[src/design/hclp_pkg.sv]
// Shared types, constants and character helpers for the hex color line parser.
package hclp_pkg;

	// Line geometry: '#' plus six hex digits.
	localparam int unsigned LINE_CAP = 7;
	localparam int unsigned CNT_W    = 3;
	localparam int unsigned ERR_LEN  = 20;
	localparam int unsigned TIDX_W   = 5;

	// Special characters.
	localparam logic [7:0] CH_BS    = 8'h08;
	localparam logic [7:0] CH_LF    = 8'h0A;
	localparam logic [7:0] CH_CR    = 8'h0D;
	localparam logic [7:0] CH_SPACE = 8'h20;
	localparam logic [7:0] CH_HASH  = 8'h23;

	// Source select for the output beat.
	localparam logic [2:0] OSEL_ECHO  = 3'd0;
	localparam logic [2:0] OSEL_BS    = 3'd1;
	localparam logic [2:0] OSEL_SPACE = 3'd2;
	localparam logic [2:0] OSEL_CR    = 3'd3;
	localparam logic [2:0] OSEL_LF    = 3'd4;
	localparam logic [2:0] OSEL_TEXT  = 3'd5;

	// Commands from the controller to the datapath.
	typedef struct packed {
		logic       latch_rx;
		logic       store_char;
		logic       dec_count;
		logic       clr_count;
		logic       apply_color;
		logic       text_clr;
		logic       text_step;
		logic       load_out;
		logic [2:0] out_sel;
		logic       out_last;
		logic       out_changed;
	} hclp_cmd_t;

	// Status from the datapath to the controller.
	typedef struct packed {
		logic is_bs;
		logic is_eol;
		logic count_zero;
		logic count_full;
		logic line_ok;
		logic out_free;
		logic text_end;
	} hclp_sts_t;

	// Characters of the error message "Invalid color code" CR LF.
	function automatic logic [7:0] err_char(input logic [TIDX_W-1:0] idx);
		logic [7:0] ch;
		case (idx)
			5'd0:    ch = 8'h49; // I
			5'd1:    ch = 8'h6E; // n
			5'd2:    ch = 8'h76; // v
			5'd3:    ch = 8'h61; // a
			5'd4:    ch = 8'h6C; // l
			5'd5:    ch = 8'h69; // i
			5'd6:    ch = 8'h64; // d
			5'd7:    ch = 8'h20;
			5'd8:    ch = 8'h63; // c
			5'd9:    ch = 8'h6F; // o
			5'd10:   ch = 8'h6C; // l
			5'd11:   ch = 8'h6F; // o
			5'd12:   ch = 8'h72; // r
			5'd13:   ch = 8'h20;
			5'd14:   ch = 8'h63; // c
			5'd15:   ch = 8'h6F; // o
			5'd16:   ch = 8'h64; // d
			5'd17:   ch = 8'h65; // e
			5'd18:   ch = CH_CR;
			5'd19:   ch = CH_LF;
			default: ch = CH_LF;
		endcase
		return ch;
	endfunction

	// True for '0'..'9' and 'A'..'F'.
	function automatic logic is_hex(input logic [7:0] c);
		return (c inside {[8'h30:8'h39]}) || (c inside {[8'h41:8'h46]});
	endfunction

	// Nibble value of a hex digit that is known to be valid.
	function automatic logic [3:0] hex_nib(input logic [7:0] c);
		logic [7:0] v;
		if (c inside {[8'h30:8'h39]}) begin
			v = c - 8'h30;
		end else begin
			v = c - 8'h37;
		end
		return v[3:0];
	endfunction

endpackage

[src/design/hex_color_line_parser.sv]
// Top level of the hex color line parser: controller plus datapath.
//
// Each received byte is taken in one beat while the block is idle and then
// answered with zero to 22 output beats: an echo, a backspace rub-out, or
// CR LF followed by the "Invalid color code" message when a finished line
// is not '#' and six uppercase hex digits. After a decode state the
// controller emits one character per cycle through a single output register
// while the output side takes them; an output stall holds it in its state.
// The next byte is accepted while the last output beat still waits in that
// register. The red, green and blue ports show the levels with every beat
// and carry a new color already on the closing beat of a valid line.
module hex_color_line_parser
	import hclp_pkg::*;
(
	input  logic       clk,
	input  logic       arst_n,
	input  logic       in_valid,
	output logic       in_ready,
	input  logic [7:0] rx_byte,
	output logic       out_valid,
	input  logic       out_ready,
	output logic [7:0] out_byte,
	output logic       byte_valid,
	output logic [7:0] red,
	output logic [7:0] green,
	output logic [7:0] blue,
	output logic       color_changed,
	output logic       last
);

	hclp_cmd_t cmd;
	hclp_sts_t sts;

	// Sequencer.
	hclp_ctrl u_ctrl (
		.clk      (clk),
		.arst_n   (arst_n),
		.in_valid (in_valid),
		.in_ready (in_ready),
		.sts      (sts),
		.cmd      (cmd)
	);

	// Line storage, levels and output beat register.
	hclp_dp u_dp (
		.clk           (clk),
		.arst_n        (arst_n),
		.rx_byte       (rx_byte),
		.cmd           (cmd),
		.sts           (sts),
		.out_ready     (out_ready),
		.out_valid     (out_valid),
		.out_byte      (out_byte),
		.byte_valid    (byte_valid),
		.red           (red),
		.green         (green),
		.blue          (blue),
		.color_changed (color_changed),
		.last          (last)
	);

endmodule

[src/design/hclp_ctrl.sv]
// Controller state machine that sequences input decode and output beats.
module hclp_ctrl
	import hclp_pkg::*;
(
	input  logic      clk,
	input  logic      arst_n,
	input  logic      in_valid,
	output logic      in_ready,
	input  hclp_sts_t sts,
	output hclp_cmd_t cmd
);

	localparam logic [3:0] S_IDLE   = 4'd0;
	localparam logic [3:0] S_DECODE = 4'd1;
	localparam logic [3:0] S_ECHO   = 4'd2;
	localparam logic [3:0] S_BS1    = 4'd3;
	localparam logic [3:0] S_BS2    = 4'd4;
	localparam logic [3:0] S_BS3    = 4'd5;
	localparam logic [3:0] S_CR     = 4'd6;
	localparam logic [3:0] S_LF     = 4'd7;
	localparam logic [3:0] S_TEXT   = 4'd8;

	logic [3:0] state_q;
	logic [3:0] state_d;

	assign in_ready = (state_q == S_IDLE);

	// Next state and command decode.
	always_comb begin
		state_d = state_q;
		cmd     = '0;
		case (state_q)
			S_IDLE: begin
				if (in_valid) begin
					cmd.latch_rx = 1'b1;
					state_d      = S_DECODE;
				end
			end
			S_DECODE: begin
				if (sts.is_bs) begin
					state_d = sts.count_zero ? S_IDLE : S_BS1;
				end else if (sts.is_eol) begin
					state_d = S_CR;
				end else begin
					state_d = sts.count_full ? S_IDLE : S_ECHO;
				end
			end
			S_ECHO: begin
				if (sts.out_free) begin
					cmd.load_out   = 1'b1;
					cmd.out_sel    = OSEL_ECHO;
					cmd.out_last   = 1'b1;
					cmd.store_char = 1'b1;
					state_d        = S_IDLE;
				end
			end
			S_BS1: begin
				if (sts.out_free) begin
					cmd.load_out = 1'b1;
					cmd.out_sel  = OSEL_BS;
					state_d      = S_BS2;
				end
			end
			S_BS2: begin
				if (sts.out_free) begin
					cmd.load_out = 1'b1;
					cmd.out_sel  = OSEL_SPACE;
					state_d      = S_BS3;
				end
			end
			S_BS3: begin
				if (sts.out_free) begin
					cmd.load_out  = 1'b1;
					cmd.out_sel   = OSEL_BS;
					cmd.out_last  = 1'b1;
					cmd.dec_count = 1'b1;
					state_d       = S_IDLE;
				end
			end
			S_CR: begin
				if (sts.out_free) begin
					cmd.load_out = 1'b1;
					cmd.out_sel  = OSEL_CR;
					state_d      = S_LF;
				end
			end
			S_LF: begin
				if (sts.out_free) begin
					cmd.load_out = 1'b1;
					cmd.out_sel  = OSEL_LF;
					if (sts.line_ok) begin
						cmd.out_last    = 1'b1;
						cmd.out_changed = 1'b1;
						cmd.apply_color = 1'b1;
						cmd.clr_count   = 1'b1;
						state_d         = S_IDLE;
					end else begin
						cmd.text_clr = 1'b1;
						state_d      = S_TEXT;
					end
				end
			end
			S_TEXT: begin
				if (sts.out_free) begin
					cmd.load_out  = 1'b1;
					cmd.out_sel   = OSEL_TEXT;
					cmd.out_last  = sts.text_end;
					cmd.text_step = 1'b1;
					if (sts.text_end) begin
						cmd.clr_count = 1'b1;
						state_d       = S_IDLE;
					end
				end
			end
			default: begin
				state_d = S_IDLE;
			end
		endcase
	end

	// State register.
	always_ff @(posedge clk or negedge arst_n) begin
		if (!arst_n) begin
			state_q <= S_IDLE;
		end else begin
			state_q <= state_d;
		end
	end

	// An output beat is only loaded when the output register can take it.
	a_load_free: assert property (@(posedge clk) disable iff (!arst_n)
		cmd.load_out |-> sts.out_free)
		else $error("output beat loaded over a pending beat");

	// An accepted input beat is decoded in the next cycle.
	a_accept_decode: assert property (@(posedge clk) disable iff (!arst_n)
		in_valid && in_ready |=> state_q == S_DECODE)
		else $error("accepted byte not decoded");

	// A character is never stored into a full line.
	a_store_room: assert property (@(posedge clk) disable iff (!arst_n)
		cmd.store_char |-> !sts.count_full)
		else $error("store into full line");

	// Backspace never removes from an empty line.
	a_dec_nonzero: assert property (@(posedge clk) disable iff (!arst_n)
		cmd.dec_count |-> !sts.count_zero)
		else $error("backspace on empty line");

endmodule

[src/design/hclp_dp.sv]
// Datapath: line buffer, character count, color levels and output register.
module hclp_dp
	import hclp_pkg::*;
(
	input  logic       clk,
	input  logic       arst_n,
	input  logic [7:0] rx_byte,
	input  hclp_cmd_t  cmd,
	output hclp_sts_t  sts,
	input  logic       out_ready,
	output logic       out_valid,
	output logic [7:0] out_byte,
	output logic       byte_valid,
	output logic [7:0] red,
	output logic [7:0] green,
	output logic [7:0] blue,
	output logic       color_changed,
	output logic       last
);

	logic [7:0]        rx_q;
	logic [7:0]        line_q [LINE_CAP];
	logic [CNT_W-1:0]  cnt_q;
	logic [TIDX_W-1:0] tidx_q;
	logic [7:0]        red_q;
	logic [7:0]        green_q;
	logic [7:0]        blue_q;
	logic              out_valid_q;
	logic [7:0]        out_byte_q;
	logic [7:0]        red_out_q;
	logic [7:0]        green_out_q;
	logic [7:0]        blue_out_q;
	logic              changed_q;
	logic              last_q;

	logic [7:0] new_red;
	logic [7:0] new_green;
	logic [7:0] new_blue;
	logic       digits_ok;
	logic [7:0] out_char;

	// Line check and hex conversion over the fixed buffer positions.
	always_comb begin
		digits_ok = 1'b1;
		for (int i = 1; i < LINE_CAP; i++) begin
			digits_ok = digits_ok & is_hex(line_q[i]);
		end
	end

	assign new_red   = {hex_nib(line_q[1]), hex_nib(line_q[2])};
	assign new_green = {hex_nib(line_q[3]), hex_nib(line_q[4])};
	assign new_blue  = {hex_nib(line_q[5]), hex_nib(line_q[6])};

	// Status back to the controller.
	always_comb begin
		sts.is_bs      = (rx_q == CH_BS);
		sts.is_eol     = (rx_q == CH_CR) || (rx_q == CH_LF);
		sts.count_zero = (cnt_q == '0);
		sts.count_full = (cnt_q == CNT_W'(LINE_CAP));
		sts.line_ok    = sts.count_full && (line_q[0] == CH_HASH) && digits_ok;
		sts.out_free   = !out_valid_q || out_ready;
		sts.text_end   = (tidx_q == TIDX_W'(ERR_LEN - 1));
	end

	// Character chosen for the next output beat.
	always_comb begin
		case (cmd.out_sel)
			OSEL_ECHO:  out_char = rx_q;
			OSEL_BS:    out_char = CH_BS;
			OSEL_SPACE: out_char = CH_SPACE;
			OSEL_CR:    out_char = CH_CR;
			OSEL_LF:    out_char = CH_LF;
			OSEL_TEXT:  out_char = err_char(tidx_q);
			default:    out_char = CH_LF;
		endcase
	end

	// Received byte and line buffer entries.
	always_ff @(posedge clk) begin
		if (cmd.latch_rx) begin
			rx_q <= rx_byte;
		end
		if (cmd.store_char) begin
			line_q[cnt_q] <= rx_q;
		end
	end

	// Character count, message index and color levels.
	always_ff @(posedge clk or negedge arst_n) begin
		if (!arst_n) begin
			cnt_q   <= '0;
			tidx_q  <= '0;
			red_q   <= '0;
			green_q <= '0;
			blue_q  <= '0;
		end else begin
			if (cmd.clr_count) begin
				cnt_q <= '0;
			end else if (cmd.store_char) begin
				cnt_q <= cnt_q + 1'b1;
			end else if (cmd.dec_count) begin
				cnt_q <= cnt_q - 1'b1;
			end
			if (cmd.text_clr) begin
				tidx_q <= '0;
			end else if (cmd.text_step) begin
				tidx_q <= tidx_q + 1'b1;
			end
			if (cmd.apply_color) begin
				red_q   <= new_red;
				green_q <= new_green;
				blue_q  <= new_blue;
			end
		end
	end

	// Output register valid flag.
	always_ff @(posedge clk or negedge arst_n) begin
		if (!arst_n) begin
			out_valid_q <= 1'b0;
		end else if (cmd.load_out) begin
			out_valid_q <= 1'b1;
		end else if (out_ready) begin
			out_valid_q <= 1'b0;
		end
	end

	// Output register payload; the colors already show a new line's levels.
	always_ff @(posedge clk) begin
		if (cmd.load_out) begin
			out_byte_q  <= out_char;
			red_out_q   <= cmd.apply_color ? new_red : red_q;
			green_out_q <= cmd.apply_color ? new_green : green_q;
			blue_out_q  <= cmd.apply_color ? new_blue : blue_q;
			changed_q   <= cmd.out_changed;
			last_q      <= cmd.out_last;
		end
	end

	assign out_valid     = out_valid_q;
	assign out_byte      = out_byte_q;
	assign byte_valid    = 1'b1;
	assign red           = red_out_q;
	assign green         = green_out_q;
	assign blue          = blue_out_q;
	assign color_changed = changed_q;
	assign last          = last_q;

	// A color change is only ever reported on the closing beat of a line.
	a_changed_last: assert property (@(posedge clk) disable iff (!arst_n)
		out_valid_q && changed_q |-> last_q)
		else $error("color change on a non-final beat");

	// Applying a color always leaves the line count cleared in the following cycle.
	a_apply_clears: assert property (@(posedge clk) disable iff (!arst_n)
		cmd.apply_color |=> cnt_q == '0)
		else $error("line not cleared after color update");

endmodule

[config.mk]
export PLATFORM = sky130hd
export DESIGN_NAME = hex_color_line_parser
export DESIGN_NICKNAME = d
export VERILOG_FILES = /design/src/design/hclp_pkg.sv /design/src/design/hex_color_line_parser.sv /design/src/design/hclp_ctrl.sv /design/src/design/hclp_dp.sv
export SDC_FILE = /design/constraint.sdc
export NUM_CORES = 1
export LEC_CHECK = 0
export BUFFER_PORTS_ARGS = -buffer_cell sky130_fd_sc_hd__buf_4
export CAP_MARGIN = 20
export CORE_MARGIN = 2
export CORE_UTILIZATION = 25
export CTS_CLUSTER_DIAMETER = 30
export DETAILED_ROUTE_END_ITERATION = 7
export PLACE_DENSITY_LB_ADDON = 0.25
export RECOVER_POWER = 50
export SLEW_MARGIN = 20
export SYNTH_ARGS = -nofsm -noshare
export SYNTH_HDL_FRONTEND = slang
export SYNTH_HIERARCHICAL = 1
export SYNTH_SLANG_ARGS = --single-unit
[constraint.sdc]
create_clock -name clk -period 9.15 [get_ports clk]
set_clock_uncertainty 0.05 [all_clocks]
set_input_delay 0.4575 -clock clk [delete_from_list [all_inputs] [get_ports clk]]
set_output_delay 0.4575 -clock clk [all_outputs]
set_load 0.02 [all_outputs]
# Word-level counts from Yosys, hierarchy flattened
# Memory sizes are Yosys's and may differ from the RTL's.
# Index checks and enable logic that the tools add are counted.
# word_totals
ramBits	56
mem_count	2
out_inout_bits	37
ff_bits	79
in_bits	12
mem_bits_ro	224
elab_cells	173
# mem_list
memory	depth	word_bits	rd	rd_clocked_by_memory_dff	write_ports	line_no	rtl
(no name shown)	32	7	1	0	0	hclp_pkg.sv:54	case (idx)
u_dp.line_q	7	8	7	0	1	hclp_dp.sv:22	logic [7:0] line_q [LINE_CAP];
# classes
bitwise	5
reduce_logical	32
n_lt_le_gt_ge	24
n_eq_ne	26
mux	55
add_sub_neg	15
# ops
operator	count
2-to-1 mux 4 bit	20
greater-or-equal comparator 8 x 6 -> 1 bit, second input constant	6
greater-or-equal comparator 8 x 7 -> 1 bit, second input constant	6
less-or-equal comparator 8 x 6 -> 1 bit, second input constant	6
less-or-equal comparator 8 x 7 -> 1 bit, second input constant	6
one-hot mux 8 bit (5 select lines)	1
one-hot mux 4 bit (8 select lines)	1
one-hot mux 4 bit (7 select lines)	1
equality test 8 x 4 -> 1 bit, second input constant	3
2-to-1 mux 8 bit	3
subtractor 4 x 1 -> 4 bit, second input constant	6
subtractor 4 x 3 -> 4 bit, second input constant	6
2-to-1 mux 5 bit	4
equality test 4 x 3 -> 1 bit, second input constant	4
logical AND 1 bit	14
2-to-1 mux 1 bit	13
2-to-1 mux 3 bit	4
2-to-1 mux 6 bit	2
!= test 2 bit, second input constant	6
equality test 4 x 2 -> 1 bit, second input constant	2
equality test 8 x 6 -> 1 bit, second input constant	1
logical OR 1 bit	8
2-to-1 mux 2 bit	4
AND reduction 8 bit	1
20 further kinds	29

# Depth between registers and ports, before layout
# An unclocked memory read counts as a cell.
# logic_depth
ltp_word	15
ltp_mapped	14

# Hierarchy
# The synthesis kept the hierarchy.
# modules_own_cells
mod	area_per_inst_um2	seq_area_each_um2	instances	cells_per_inst
hclp_dp	5919.4	3768.6	1	437
hclp_ctrl	462.9	100.1	1	62

# Least setup slack after synthesis
# OpenSTA, ideal clock, no wires.
# synth_timing
path_kind	register -> register
start	memory u_dp.line_q[5][1]
end	register u_dp.blue_out_q[1] (netlist: u_dp/blue[1]), data pin
path_slack_ns	6.260
required_time_ns	8.824
path_buffers	4
arrival_time_ns	2.564
setup_ns	0.276
path_stages_with_launch	15
path_cell_list	edfxtp_1 -> inv_1 -> ha_1 -> nor2_1 -> o2bb2ai_1 -> nor4_2 -> o22ai_1 -> nor4_2 -> nand4_1 -> inv_1 -> buf_4 -> buf_2 -> buf_2 -> buf_1 -> a21oi_1
# synth_rtl
item	line_no	rtl
start, declared	hclp_dp.sv:22	
end signal, assigned	hclp_dp.sv:134	blue_out_q <= cmd.apply_color ? new_blue : blue_q;
end, declared	hclp_dp.sv:32	logic [7:0] blue_out_q;

==> summary.md <==
| Metric | Value |
|---|---|
| CP max stage delay | 460 ps |
| Worst hold path depth | 1 |
| Drt wl/cell | 14.78 um |
| Worst EP arrival | 3300 ps |
| Clk buf depth | 2 |
| DP Worst Slack | 5924 ps |
| Core box area | 0.02511 mm2 |
| First-pass GRT wire length | 21.16 mm |
| Setup ws final | 5964 ps |
| Final #Nets | 597 |
| Setup TNS | 0 ps |
| Vias post-DR | 3865 |
| Wl on met1 | 6.241 mm |
| Gr ovfl total | 0 |
| Syn Nets | 545 |
| Tcrit/Tclk final | 0.3482 |
| Number of synthesized flops with an enable pin | 98 |
| Avg Vias per Cell | 4.323 |
| Critical path cell sequence | inv_1 -> ha_1 -> nor2_1 -> o2bb2ai_1 -> nor4_2 -> o22ai_1 -> nor4_2 -> nand4_1 -> inv_1 -> buf_4 -> mux2_2 |
| Die X | 163.8 um |
| Clock Tree Root | clkbuf_16 |
| Total CTS buffers | 17 |
| R2R Path Start | u_dp/line_q[5][1] |
| Setup violators final | 0 |
| Number of global-route vias before repair | 3983 |
| Yosys top cell area share | 0.4611 |
| Largest net degree at the start of global routing | 44 |
| Failing checks | capacitance limit, slew limit |
| Worst-margin pin slew | 2225 ps |
| Row count | 58 |
| FILL cells | 2589 |
| Total die area | 0.02682 mm2 |
| H-tree level count | 4 |
| Worst Hold Launch | rx_byte[7] |
| Final Slew Violations | 74 |
| Worst-path clk slew | 60 ps |
| Max Cap Viol | 2 |
| Post-synth cell types | 58 |
| Largest cells by area after synthesis | edfxtp_1 (46%), dfrtp_1 (15%), ha_1 (6.5%), xnor2_1 (3.4%), nor2_1 (3.4%) |
| Die H | 163.8 um |
| Critical Path Source Type | flop |
| Final ANT Viol Nets | 0 |
| Wire length on met2 | 6.212 mm |
| Crit end category | flop |
| Most used DFF post-synth | edfxtp_1 |
| Status | complete, but fails checks |
| Port bufs | 47 |
| Slowest stage cell, crit path | edfxtp_1 |
| CTS Sinks | 135 |
| Total number of yosys warnings | 6 |
| Antenna cells | 0 |
| Reg2Reg Depth | 11 |
| Post-synth ARST share | 0.2741 |
| Hold Vio Cnt, Final | 0 |
| Number of I/O pins | 49 |
| Initial Util | 0.2542 |
| Worst-path fanout max | 43 |
| Min-Delay Path Class | input port to flop |
| Fin util | 0.3009 |
| WS Path Type | flop to flop |
| Synth top cells by count | edfxtp_1 (98), nor2_1 (58), dfrtp_1 (37) |
| Met3 routed wirelength | 554 um |
| Peak VDD IR | 0.0001072 V |
| Initial antenna violation count | 0 |
| RR Endpoint | u_dp/red[4] |
| Tot GR Track Use | 0.1038 |
| RSZ-0062 raised after global routing | false |
| Post-route design area | 0.007556 mm2 |
| Cell with the most instances after synthesis | edfxtp_1 |
| Gate count after technology mapping | 499 |
| PD cells | 282.2 mW/mm2 |
| Hold Path End | u_dp/rx_q[7] |
| R2R setup slack | 5960 ps |
| Crit-path leading delay family | simple AND/OR/NAND/NOR gates |
| WL final | 13.21 mm |
| Synthesized flop and latch total | 135 |
| Final critical-path required period | 3186 ps |
| Detailed-placement wirelength estimate | 8.942 mm |
| CP required | 9270 ps |
| Mapped Area | 0.006382 mm2 |
| DR iter-0 viols | 154 |
| Max-slew headroom | -0.4833 |
| Stages on the worst setup path | 11 |
| CP Buf/Inv Count | 3 |
| Area leader, netlist | edfxtp_1 |
| Highest layer used for signal routing | met4 |
| Layout cell share with drive strength beyond 1 | 0.1170 |
| Drt first pass iters | 4 |
| Synth Area per Inst | 12.79 um2 |
| CTS tree | built |
| Leakage | 2.755 nW |
| Clk_lat worst skew | 420 ps |
| DRC Markers | 0 |
| Gpl congestion | 0.7803 |
| Sequential area share after synthesis | 0.6062 |
| DP Area | 0.007068 mm2 |
| Layout area overhead | 18.39% |
| Fmax | 313.9 MHz |
-- how the worst max path moves through the flow --
stage,slack [ps],start,to
after floorplan,6260,u_dp/line_q[5][1],u_dp/blue[1]
after global placement,6030,u_dp/line_q[6][1],u_dp/red[0]
after detailed placement,5920,u_dp/line_q[6][1],u_dp/red[4]
after CTS,5910,u_dp/line_q[6][1],u_dp/red[4]
after global routing,5600,u_dp/line_q[5][1],u_dp/green[0]
final,5960,u_dp/line_q[5][1],u_dp/red[4]
-- cells by family (layout without fill, tap and decap cells) --
kind of cell,count (synthesis),in the layout,synth area share
multiplexers,16,16,0.02647
adder cells (fa/ha/maj),34,34,0.06783
flip-flops,135,135,0.6062
buffers and inverters,43,108,0.02980
AO/OA/AOI/OAI,95,95,0.1139
AND/OR/NAND/NOR,150,150,0.1210
other,1,1,0.0005876
XOR/XNOR,25,25,0.03431
-- placed cells by master, fill, tap and decap left out, types with 11 or more instances in the layout --
cell type  count
inv_1         27
a21oi_1       31
nor2_1        58
edfxtp_1      98
clkbuf_16     17
nor3_1        11
xnor2_1       25
clkbuf_1      38
nand2_1       27
a31oi_1       12
dfrtp_1       37
ha_1          33
-- worst register-to-register path, stage by stage (launching register included) --
cell and delay, ps:
edfxtp_1 460, inv_1 120, ha_1 210, nor2_1 70
o2bb2ai_1 140, nor4_2 220, o22ai_1 160, nor4_2 390
nand4_1 200, inv_1 100, buf_4 380, mux2_2 440
-- sequential cells by signal, summed over array words and instances (netlist names) --
name	cells
u_dp/color_changed	1
u_dp/red	8
u_dp/cnt_q	3
u_ctrl/state_q	4
u_dp/last	1
u_dp/blue_q	8
u_dp/out_byte	8
u_dp/out_valid	1
u_dp/rx_q	8
u_dp/tidx_q	5
u_dp/line_q	56
u_dp/red_q	8
u_dp/green_q	8
u_dp/blue	8
u_dp/green	8
-- per-stage QoR --
| step | power, mW | instances | hold WS (ps) |
|---|---|---|---|
| after floorplan | 1.280 | 499 | 111.9 |
| after global placement | 1.496 | 861 | 432.1 |
| after detailed placement | 1.504 | 861 | 437.3 |
| after CTS | 2.225 | 894 | 151.2 |
| after global routing | 2.255 | 894 | 170.5 |
| final | 2.132 | 894 | 186.6 |
-- routing by layer --
layer	track usage	vias to the layer above
li1	-	1919
met5	0	-
met3	0.03258	17
met1	0.1328	1859
met2	0.1663	70
met4	0.03509	0
-- power breakdown --
| part | internal, mW | total (mW) | switching [mW] |
|---|---|---|---|
| logic | 0.159 | 0.500 | 0.341 |
| clock network | 0.445 | 0.708 | 0.263 |
| registers | 0.817 | 0.924 | 0.108 |
-- what timing repair did --
item / CTS / global route
hold endpoints to repair: 5 / 0
hold buffers: 1 / 0
gates resized for setup: 0 / 0
buffers inserted: 0 / 0
endpoints found under the setup margin: 0 / 0
-- layout make-up --
class                           instances  area, um2  share of cell area
Multi-Input combinational cell        321       2323              0.3075
Sequential cell                       135       3869              0.5120
Tap cell                              330      412.9             0.05464
Timing Repair Buffer                   49      227.7             0.03014
Clock inverter                         13      168.9             0.02235
Inverter                               27      101.3             0.01341
Clock buffer                           19      452.9             0.05994
(Power assumes the default switching activity.)
